`config.mk`:
```
export PLATFORM = sky130hd
export DESIGN_NAME = sha_ctrl
export DESIGN_NICKNAME = d
export VERILOG_FILES = /design/src/hw/rtl/sha512_compression_macros.svh /design/src/hw/rtl/sha_pkg.sv /design/src/hw/rtl/sha_ctrl.sv
export SDC_FILE = /design/constraint.sdc
export NUM_CORES = 1
export LEC_CHECK = 0
export BUFFER_PORTS_ARGS = -buffer_cell sky130_fd_sc_hd__buf_2
export CORE_ASPECT_RATIO = 1.75
export CORE_MARGIN = 5
export CORE_UTILIZATION = 30
export DETAILED_ROUTE_END_ITERATION = 7
export GPL_ROUTABILITY_DRIVEN = 1
export PLACE_DENSITY_LB_ADDON = 0.2
export SYNTH_ARGS = -nofsm -noshare
export SYNTH_HDL_FRONTEND = slang
export SYNTH_SLANG_ARGS = --single-unit
```
`constraint.sdc`:
```
create_clock -name i_clk -period 1.6 [get_ports i_clk]
set_input_delay 0.08 -clock i_clk [delete_from_list [all_inputs] [get_ports i_clk]]
set_output_delay 0.08 -clock i_clk [all_outputs]
set_load 0.05 [all_outputs]
```
`src/hw/rtl/sha512_compression_macros.svh`:
```
// ----------------------------------------------------------------------------
// SHA-512 compression assertion macros
// Assertion helpers for simulation; they compile to nothing for synthesis.
// ----------------------------------------------------------------------------
`ifndef SHA512_COMPRESSION_MACROS_SVH
`define SHA512_COMPRESSION_MACROS_SVH
`ifndef SYNTHESIS
`define SHA_ASSERT_IMP(label, clk, rst_n, ante, cons) \
    label: assert property (@(posedge clk) disable iff (!rst_n) (ante) |-> (cons)) \
        else $error("assertion failed");
`define SHA_ASSERT_NXT(label, clk, rst_n, ante, cons) \
    label: assert property (@(posedge clk) disable iff (!rst_n) (ante) |=> (cons)) \
        else $error("assertion failed");
`else
`define SHA_ASSERT_IMP(label, clk, rst_n, ante, cons)
`define SHA_ASSERT_NXT(label, clk, rst_n, ante, cons)
`endif
`endif

```
`src/hw/rtl/sha_pkg.sv`:
```
// ----------------------------------------------------------------------------
// SHA-512 package
// Types, round constants and round functions shared by the block.
// ----------------------------------------------------------------------------
`default_nettype none
package sha_pkg;
    localparam int WordW = 64;
    localparam int BlockWords = 16;
    localparam int SchedWords = 80;
    localparam int NumRegs = 8;
    localparam int CfgIdxW = 4;

    typedef logic [WordW-1:0] t_word;

    typedef enum logic [1:0] {
        ST_LOAD,
        ST_ROUND,
        ST_ADD,
        ST_EMIT
    } t_state;

    typedef struct packed {
        logic       store_word;
        logic [3:0] store_idx;
        logic       load_init;
        logic       start;
        logic       do_round;
        logic [6:0] round;
        logic       add_chain;
    } t_cmd;

    localparam t_word RoundK [SchedWords] = '{
        64'h428a2f98d728ae22, 64'h7137449123ef65cd, 64'hb5c0fbcfec4d3b2f, 64'he9b5dba58189dbbc,
        64'h3956c25bf348b538, 64'h59f111f1b605d019, 64'h923f82a4af194f9b, 64'hab1c5ed5da6d8118,
        64'hd807aa98a3030242, 64'h12835b0145706fbe, 64'h243185be4ee4b28c, 64'h550c7dc3d5ffb4e2,
        64'h72be5d74f27b896f, 64'h80deb1fe3b1696b1, 64'h9bdc06a725c71235, 64'hc19bf174cf692694,
        64'he49b69c19ef14ad2, 64'hefbe4786384f25e3, 64'h0fc19dc68b8cd5b5, 64'h240ca1cc77ac9c65,
        64'h2de92c6f592b0275, 64'h4a7484aa6ea6e483, 64'h5cb0a9dcbd41fbd4, 64'h76f988da831153b5,
        64'h983e5152ee66dfab, 64'ha831c66d2db43210, 64'hb00327c898fb213f, 64'hbf597fc7beef0ee4,
        64'hc6e00bf33da88fc2, 64'hd5a79147930aa725, 64'h06ca6351e003826f, 64'h142929670a0e6e70,
        64'h27b70a8546d22ffc, 64'h2e1b21385c26c926, 64'h4d2c6dfc5ac42aed, 64'h53380d139d95b3df,
        64'h650a73548baf63de, 64'h766a0abb3c77b2a8, 64'h81c2c92e47edaee6, 64'h92722c851482353b,
        64'ha2bfe8a14cf10364, 64'ha81a664bbc423001, 64'hc24b8b70d0f89791, 64'hc76c51a30654be30,
        64'hd192e819d6ef5218, 64'hd69906245565a910, 64'hf40e35855771202a, 64'h106aa07032bbd1b8,
        64'h19a4c116b8d2d0c8, 64'h1e376c085141ab53, 64'h2748774cdf8eeb99, 64'h34b0bcb5e19b48a8,
        64'h391c0cb3c5c95a63, 64'h4ed8aa4ae3418acb, 64'h5b9cca4f7763e373, 64'h682e6ff3d6b2b8a3,
        64'h748f82ee5defb2fc, 64'h78a5636f43172f60, 64'h84c87814a1f0ab72, 64'h8cc702081a6439ec,
        64'h90befffa23631e28, 64'ha4506cebde82bde9, 64'hbef9a3f7b2c67915, 64'hc67178f2e372532b,
        64'hca273eceea26619c, 64'hd186b8c721c0c207, 64'heada7dd6cde0eb1e, 64'hf57d4f7fee6ed178,
        64'h06f067aa72176fba, 64'h0a637dc5a2c898a6, 64'h113f9804bef90dae, 64'h1b710b35131c471b,
        64'h28db77f523047d84, 64'h32caab7b40c72493, 64'h3c9ebe0a15c9bebc, 64'h431d67c49c100d4c,
        64'h4cc5d4becb3e42b6, 64'h597f299cfc657e2a, 64'h5fcb6fab3ad6faec, 64'h6c44198c4a475817
    };

    function automatic t_word rotr(input t_word x, input int n);
        rotr = (x >> n) | (x << (WordW - n));
    endfunction

    function automatic t_word byte_rev(input t_word x);
        t_word r;
        for (int i = 0; i < 8; i++) begin
            r[8*i +: 8] = x[8*(7-i) +: 8];
        end
        byte_rev = r;
    endfunction
endpackage
`default_nettype wire

```
`src/hw/rtl/sha_ctrl.sv`:
```
// ----------------------------------------------------------------------------
// SHA-512 controller
// Sequences word loading, rounds, chain update and digest output.
// ----------------------------------------------------------------------------
`default_nettype none
module sha_ctrl #(
    parameter int ROUNDS = 80
) (
    input  wire logic    i_clk,
    input  wire logic    i_rst_n,
    input  wire logic    i_in_valid,
    output logic         o_in_ready,
    input  wire logic    i_first,
    input  wire logic    i_last,
    output logic         o_out_valid,
    input  wire logic    i_out_ready,
    output logic [2:0]   o_out_idx,
    output sha_pkg::t_cmd o_cmd
);
    import sha_pkg::*;

    t_state r_state, n_state;
    logic [3:0] r_cnt, n_cnt;
    logic [6:0] r_round, n_round;
    logic [2:0] r_oidx, n_oidx;
    logic r_last, n_last;

    always_ff @(posedge i_clk) begin
        if (!i_rst_n) begin
            r_state <= ST_LOAD;
            r_cnt   <= '0;
            r_round <= '0;
            r_oidx  <= '0;
            r_last  <= 1'b0;
        end else begin
            r_state <= n_state;
            r_cnt   <= n_cnt;
            r_round <= n_round;
            r_oidx  <= n_oidx;
            r_last  <= n_last;
        end
    end

    always_comb begin
        n_state = r_state;
        n_cnt = r_cnt;
        n_round = r_round;
        n_oidx = r_oidx;
        n_last = r_last;
        o_in_ready = 1'b0;
        o_out_valid = 1'b0;
        o_cmd = '0;
        o_cmd.round = r_round;
        o_cmd.store_idx = r_cnt;
        unique case (r_state)
            ST_LOAD: begin
                o_in_ready = 1'b1;
                if (i_in_valid) begin
                    o_cmd.store_word = 1'b1;
                    n_cnt = r_cnt + 4'd1;
                    if (r_cnt == 4'd15) begin
                        o_cmd.start = 1'b1;
                        o_cmd.load_init = i_first;
                        n_last = i_last;
                        n_round = '0;
                        n_state = ST_ROUND;
                    end
                end
            end
            ST_ROUND: begin
                o_cmd.do_round = 1'b1;
                n_round = r_round + 7'd1;
                if (r_round == 7'(ROUNDS - 1)) n_state = ST_ADD;
            end
            ST_ADD: begin
                o_cmd.add_chain = 1'b1;
                n_oidx = '0;
                n_state = r_last ? ST_EMIT : ST_LOAD;
            end
            ST_EMIT: begin
                o_out_valid = 1'b1;
                if (i_out_ready) begin
                    n_oidx = r_oidx + 3'd1;
                    if (r_oidx == 3'd7) n_state = ST_LOAD;
                end
            end
            default: n_state = ST_LOAD;
        endcase
    end

    assign o_out_idx = r_oidx;
endmodule
`default_nettype wire

```
==> results.cfg, run 1 <==
[clocking]
htreeDepth = 1
max-clock-path-buffers = 2
cts_buffers = 3
worst_skew_pair.late_latency_ns = 0.25
cts_setup_buffers = 0
root_buffer = clkbuf_8
cts.sinks = 17
ctsResizeCount = 3
tritoncts = yes
ctsHoldBuffers = 0
clk_pin_slew_ns = 0.07

[finish]
n_antenna_cell = 0
drive_gt1_frac = 0.375
multi_input_area_um2 = 483
fillers = 280
nets = 147
syn2layout_area_growth_pct = 32.4
register_area_um2 = 353

[logic_synthesis]
yosys.cell_count.top_type = dfxtp_1
ys_ff_latch = 17
yosysWarningCount = 0
synthFlopType = dfxtp_1
synth_top_area_share = 0.401
synthArstFlopShare = 0
netlist_top_cells_count = 17 x dfxtp_1, 15 x a21oi_1, 12 x o21ai_0
yosysTopAreaCell = dfxtp_1
synthesis.area_um2 = 848
synthesis.nets = 112
synth-seq-area-share = 0.401
synth_cells = 102
synth_edf_count = 0
avgSynthCellArea_um2 = 8.32
yosys-top-cells-area = dfxtp_1 40%, a21oi_1 8.8%, o21ai_0 7.1%
yosysUniqueCellTypes = 28

[pwr]
power_uw = 825
peakVddDrop_v = 0.000533
power.leakage_nw = 0.498
power_per_cell_area_nw_per_um2 = 734

[grt]
grt_pass1_wl_mm = 3.39
grt_max_degree = 13
grt.overflow.total = 0
antenna_found_initial = 0
grt_pass1_vias = 820
track_usage = 0.105

[route]
vias_per_cell = 5.29
wl_met1_um = 838
first_iter_violations = 31
route.met2.wl_mm = 1.18
dr_total_vias = 863
drtAntennaViolNets = 0
wl_per_cell_um = 13.1
route.detailed.drc = 0
routed.top_layer = met4
wl_mm = 2.14
first_pass_iters = 4
wl_met3_um = 104

[worst_setup_path]
path_cells = ha_1 -> buf_4 -> and4_4 -> and3_2 -> buf_6
required_ns = 1.52
path_class = flop to output port
worstSetupEndpointType = output port
arrival_ns = 1.47
cp_max_fo = 3
slowest_delay_ns = 0.34
cp_slowest_cell = dfxtp_4
startpoint_type = flop

[timing]
slew_viol_final = 0
period_share = 0.970
rsz0062_at_grt = no
relSlewSlack = 0.753
setup_viol = 0
max_freq_mhz = 644
period_needed_ns = 1.55
setup_tns_ns = 0
hold_viol_final = 0
worst_pin_slew_ns = 0.365
clock_skew_ns = 0.00281

[placed_design]
hpwl_mm = 1.71
port_buffers = 26
gp_congestion = 0.767

[die]
core_um2 = 2720
ioPinCount = 27
start_util = 0.312
die_x_um = 50.2
die-area_um2 = 4030
die_h_um = 80.3
rows = 25

[flow_run]
cap_violations = 0

[outcome]
outcome = finished clean

[hold_path]
hp-class = input pin to flop
## stage by stage
| step | setup slack, ns | util | std cells | cell area (um^2) | hold WS, ns |
|---|---|---|---|---|---|
| 2_1_floorplan | 0.0606 | - | 102 | 871 | 0.211 |
| 3_3_place_gp | 0.125 | 0.393 | 159 | 1070 | 0.335 |
| 3_5_place_dp | 0.0985 | 0.393 | 159 | 1070 | 0.370 |
| 4_1_cts | 0.0425 | 0.413 | 163 | 1120 | 0.102 |
| 5_1_grt | 0.00673 | 0.413 | 163 | 1120 | 0.117 |
| 6_report | 0.0484 | 0.413 | 163 | 1120 | 0.106 |
## layout make-up
| class | instances | share of cell area |
|---|---|---|
| clock inverter | 1 | 0.00445 |
| inverter | 4 | 0.0167 |
| sequential | 17 | 0.314 |
| multi-input combinational | 78 | 0.430 |
| clock buffer | 3 | 0.0367 |
| timing repair buffer | 33 | 0.168 |
| tap | 27 | 0.0301 |
## registers in the layout, indices dropped and copies added, names as in the netlist
name / count
r_round: 7
o_out_idx: 3
r_cnt: 4
r_state: 2
r_last: 1
## critical path: cells and delay by family, from the launching register on
family / cells / cell delay, ns
flip-flops: 1 / 0.34
buffers and inverters: 2 / 0.29
adder cells (fa/ha/maj): 1 / 0.20
AND/OR/NAND/NOR: 2 / 0.39
## cells in the final DEF, fill, tap and decap left out
cell / n
a41oi_1: 1
o21ai_0: 12
nand4_1: 2
o31ai_1: 2
nor3b_1: 1
dfxtp_2: 4
ha_1: 4
nand4b_1: 2
nor4bb_1: 1
clkbuf_8: 3
and3_2: 1
nand2_1: 6
a21oi_1: 15
nor2b_1: 2
xnor2_1: 2
nand3b_1: 1
or2_2: 2
buf_6: 1
nor2_1: 5
nor2b_2: 1
and2_1: 1
and4_4: 1
or3_1: 4
nor2_2: 1
dfxtp_1: 11
or3b_4: 1
inv_1: 2
clkinvlp_4: 1
clkinv_2: 1
dfxtp_4: 2
clkinv_1: 1
buf_4: 7
buf_2: 25
nand2b_1: 1
or4_1: 2
nand3_1: 5
and3_1: 2
## where the power goes
part           leakage [nW]  switching [mW]  internal (mW)
clock network        0.0255           0.147          0.173
registers             0.141         0.00362          0.428
logic                 0.332          0.0487         0.0250
total                 0.498           0.199          0.626
## kinds of logic (layout without fill, tap and decap cells)
logic type	after synthesis	count (layout)	share of synthesized area
and+or+nand+nor	42	42	0.292
AOI/OAI and AO/OA	30	30	0.187
buffers and inverters	7	41	0.0398
DFF	17	17	0.401
xor gates and xnor gates	2	2	0.0207
adders and majority gates	4	4	0.0590
## worst paths after layout
| path | start | endpoint | slack (ns) | cells after the start |
|---|---|---|---|---|
| min | i_rst_n | r_round[0]$_SDFFE_PN0P_ | 0.11 | 3 |
| max | r_cnt[0]$_SDFFE_PN0P_ | o_cmd[10] | 0.05 | 5 |
| max reg2reg | r_cnt[1]$_SDFFE_PN0P_ | r_round[5]$_SDFFE_PN0P_ | 0.07 | 5 |
| min reg2reg | r_round[0]$_SDFFE_PN0P_ | r_round[0]$_SDFFE_PN0P_ | 0.46 | 1 |
## metal layers
layer / global-route usage / up-vias
met5: 0 / -
met4: 0.0472 / 0
met3: 0.0241 / 2
met2: 0.196 / 19
met1: 0.106 / 405
li1: - / 437
(Power assumes the default switching activity.)
==> run 2, diff against run 1 <==
--- a/config.mk
+++ b/config.mk
@@ -5,11 +5,11 @@
 export SDC_FILE = /design/constraint.sdc
 export NUM_CORES = 1
 export LEC_CHECK = 0
-export BUFFER_PORTS_ARGS = -buffer_cell sky130_fd_sc_hd__buf_2
 export CORE_ASPECT_RATIO = 1.75
 export CORE_MARGIN = 5
 export CORE_UTILIZATION = 30
 export DETAILED_ROUTE_END_ITERATION = 7
+export DONT_BUFFER_PORTS = 1
 export GPL_ROUTABILITY_DRIVEN = 1
 export PLACE_DENSITY_LB_ADDON = 0.2
 export SYNTH_ARGS = -nofsm -noshare
==> results.cfg, run 2 (synthesized netlist as in run 1, its figures left out) <==
[finish]
fillers = 276
n_antenna_cell = 0
syn2layout_area_growth_pct = 37.6
drive_gt1_frac = 0.331
fin_area_um2 = 1170
nets = 141
stdcell_count = 157
final_common_cell = buf_4
largest-register = r_round
largest_register_ffs = 7
mostFrequentLayoutCells = 24 x buf_4, 15 x a21oi_1, 12 x o21ai_0

[placed_design]
port_buffers = 0
hpwl_mm = 1.79
post_dp_cell_area_um2 = 1070
dp.cells = 150
gp_congestion = 0.817

[hold_path]
holdPathStages = 2
min_from = i_rst_n
hp-class = input pin to flop

[pwr]
power_per_cell_area_nw_per_um2 = 708
power.leakage_nw = 0.464
peakVddDrop_v = 0.000379

[grt]
antenna_found_initial = 0
track_usage = 0.118
grt.overflow.total = 0
grt_pass1_vias = 827
grt_max_degree = 14
grt_pass1_wl_mm = 3.71

[clocking]
max-clock-path-buffers = 2
clk_pin_slew_ns = 0.07
worst_skew_pair.late_latency_ns = 0.25
root_buffer = clkbuf_8
tritoncts = yes
cts_buffers = 3
cts.sinks = 17
htreeDepth = 1

[worst_setup_path]
crit_start = r_cnt[0]$_SDFFE_PN0P_
path_class = flop to output port
arrival_ns = 1.45
startpoint_type = flop
required_ns = 1.52
reg2reg_depth = 4
cp_max_fo = 3
reg2reg_setup_slack_ns = 0.13
worstSetupEndpointType = output port
r2r-start = r_cnt[0]$_SDFFE_PN0P_

[timing]
period_share = 0.958
rsz0062_at_grt = no
setup_viol = 0
period_needed_ns = 1.53
max_freq_mhz = 653
hold_viol_final = 0
setup_tns_ns = 0
clock_skew_ns = 0.000335
slew_viol_final = 0
relSlewSlack = 0.771
worst_pin_slew_ns = 0.338

[outcome]
outcome = finished clean

[route]
vias_per_cell = 5.39
wl_per_cell_um = 14.6
first_iter_violations = 33
first_pass_iters = 4
wl_mm = 2.29
dr_total_vias = 846
route.detailed.drc = 0
drtAntennaViolNets = 0

[die]
die-area_um2 = 4030
ioPinCount = 27
die_h_um = 80.3
start_util = 0.312
rows = 25
core_um2 = 2720
die_x_um = 50.2

[flow_run]
cap_violations = 0
==> run 2: worst paths after layout <==
path | end
max | o_cmd[10]
min | r_state[0]$_SDFFE_PN0P_
max reg2reg | r_round[5]$_SDFFE_PN0P_
min reg2reg | r_round[0]$_SDFFE_PN0P_
==> run 2: area by class of cell <==
cell class	count	area (um^2)	share of cell area
clock buffer	4	45.0	0.0386
sequential	17	354	0.303
tap	27	33.8	0.0289
inverter	4	18.8	0.0161
multi-input combinational	78	505	0.433
timing repair buffer	27	210	0.180
==> run 2: routing by layer <==
metal	vias to the layer above	routed length (um)	global-route usage
li1	428	-	-
met1	384	898	0.120
met2	27	1210	0.214
met3	7	130	0.0334
met4	0	47	0.0525
met5	-	0	0
==> run 2: worst max-delay path, cell delays in order, from the launching register on <==
cell	delay [ns]
dfxtp_4	0.34
ha_2	0.21
buf_4	0.13
and4_1	0.23
and3_4	0.29
==> run 2: stage by stage <==
step | setup WS, ns | total power [mW] | hold slack [ns] | util
after floorplan | 0.0606 | 0.486 | 0.211 | -
after global placement | 0.104 | 0.504 | 0.223 | 0.392
after detailed placement | 0.0282 | 0.506 | 0.225 | 0.392
after CTS | 0.0127 | 0.835 | 0.0399 | 0.421
after global routing | 0.0194 | 0.868 | 0.0515 | 0.429
final | 0.0679 | 0.827 | 0.0332 | 0.429
==> run 2: power by group <==
| part | switching (mW) | leakage [nW] | internal (mW) |
|---|---|---|---|
| clock | 0.147 | 0.0228 | 0.177 |
| sequential | 0.00323 | 0.141 | 0.428 |
| combinational | 0.0456 | 0.300 | 0.0259 |
| total | 0.195 | 0.464 | 0.631 |
==> run 2: repair_timing <==
item,4_1_cts,5_1_grt
hold endpoints to repair,4,0
buffers inserted,0,0
setup endpoints to repair,1,8
pin swaps,0,1
resized for setup,1,4
hold buffers,3,0
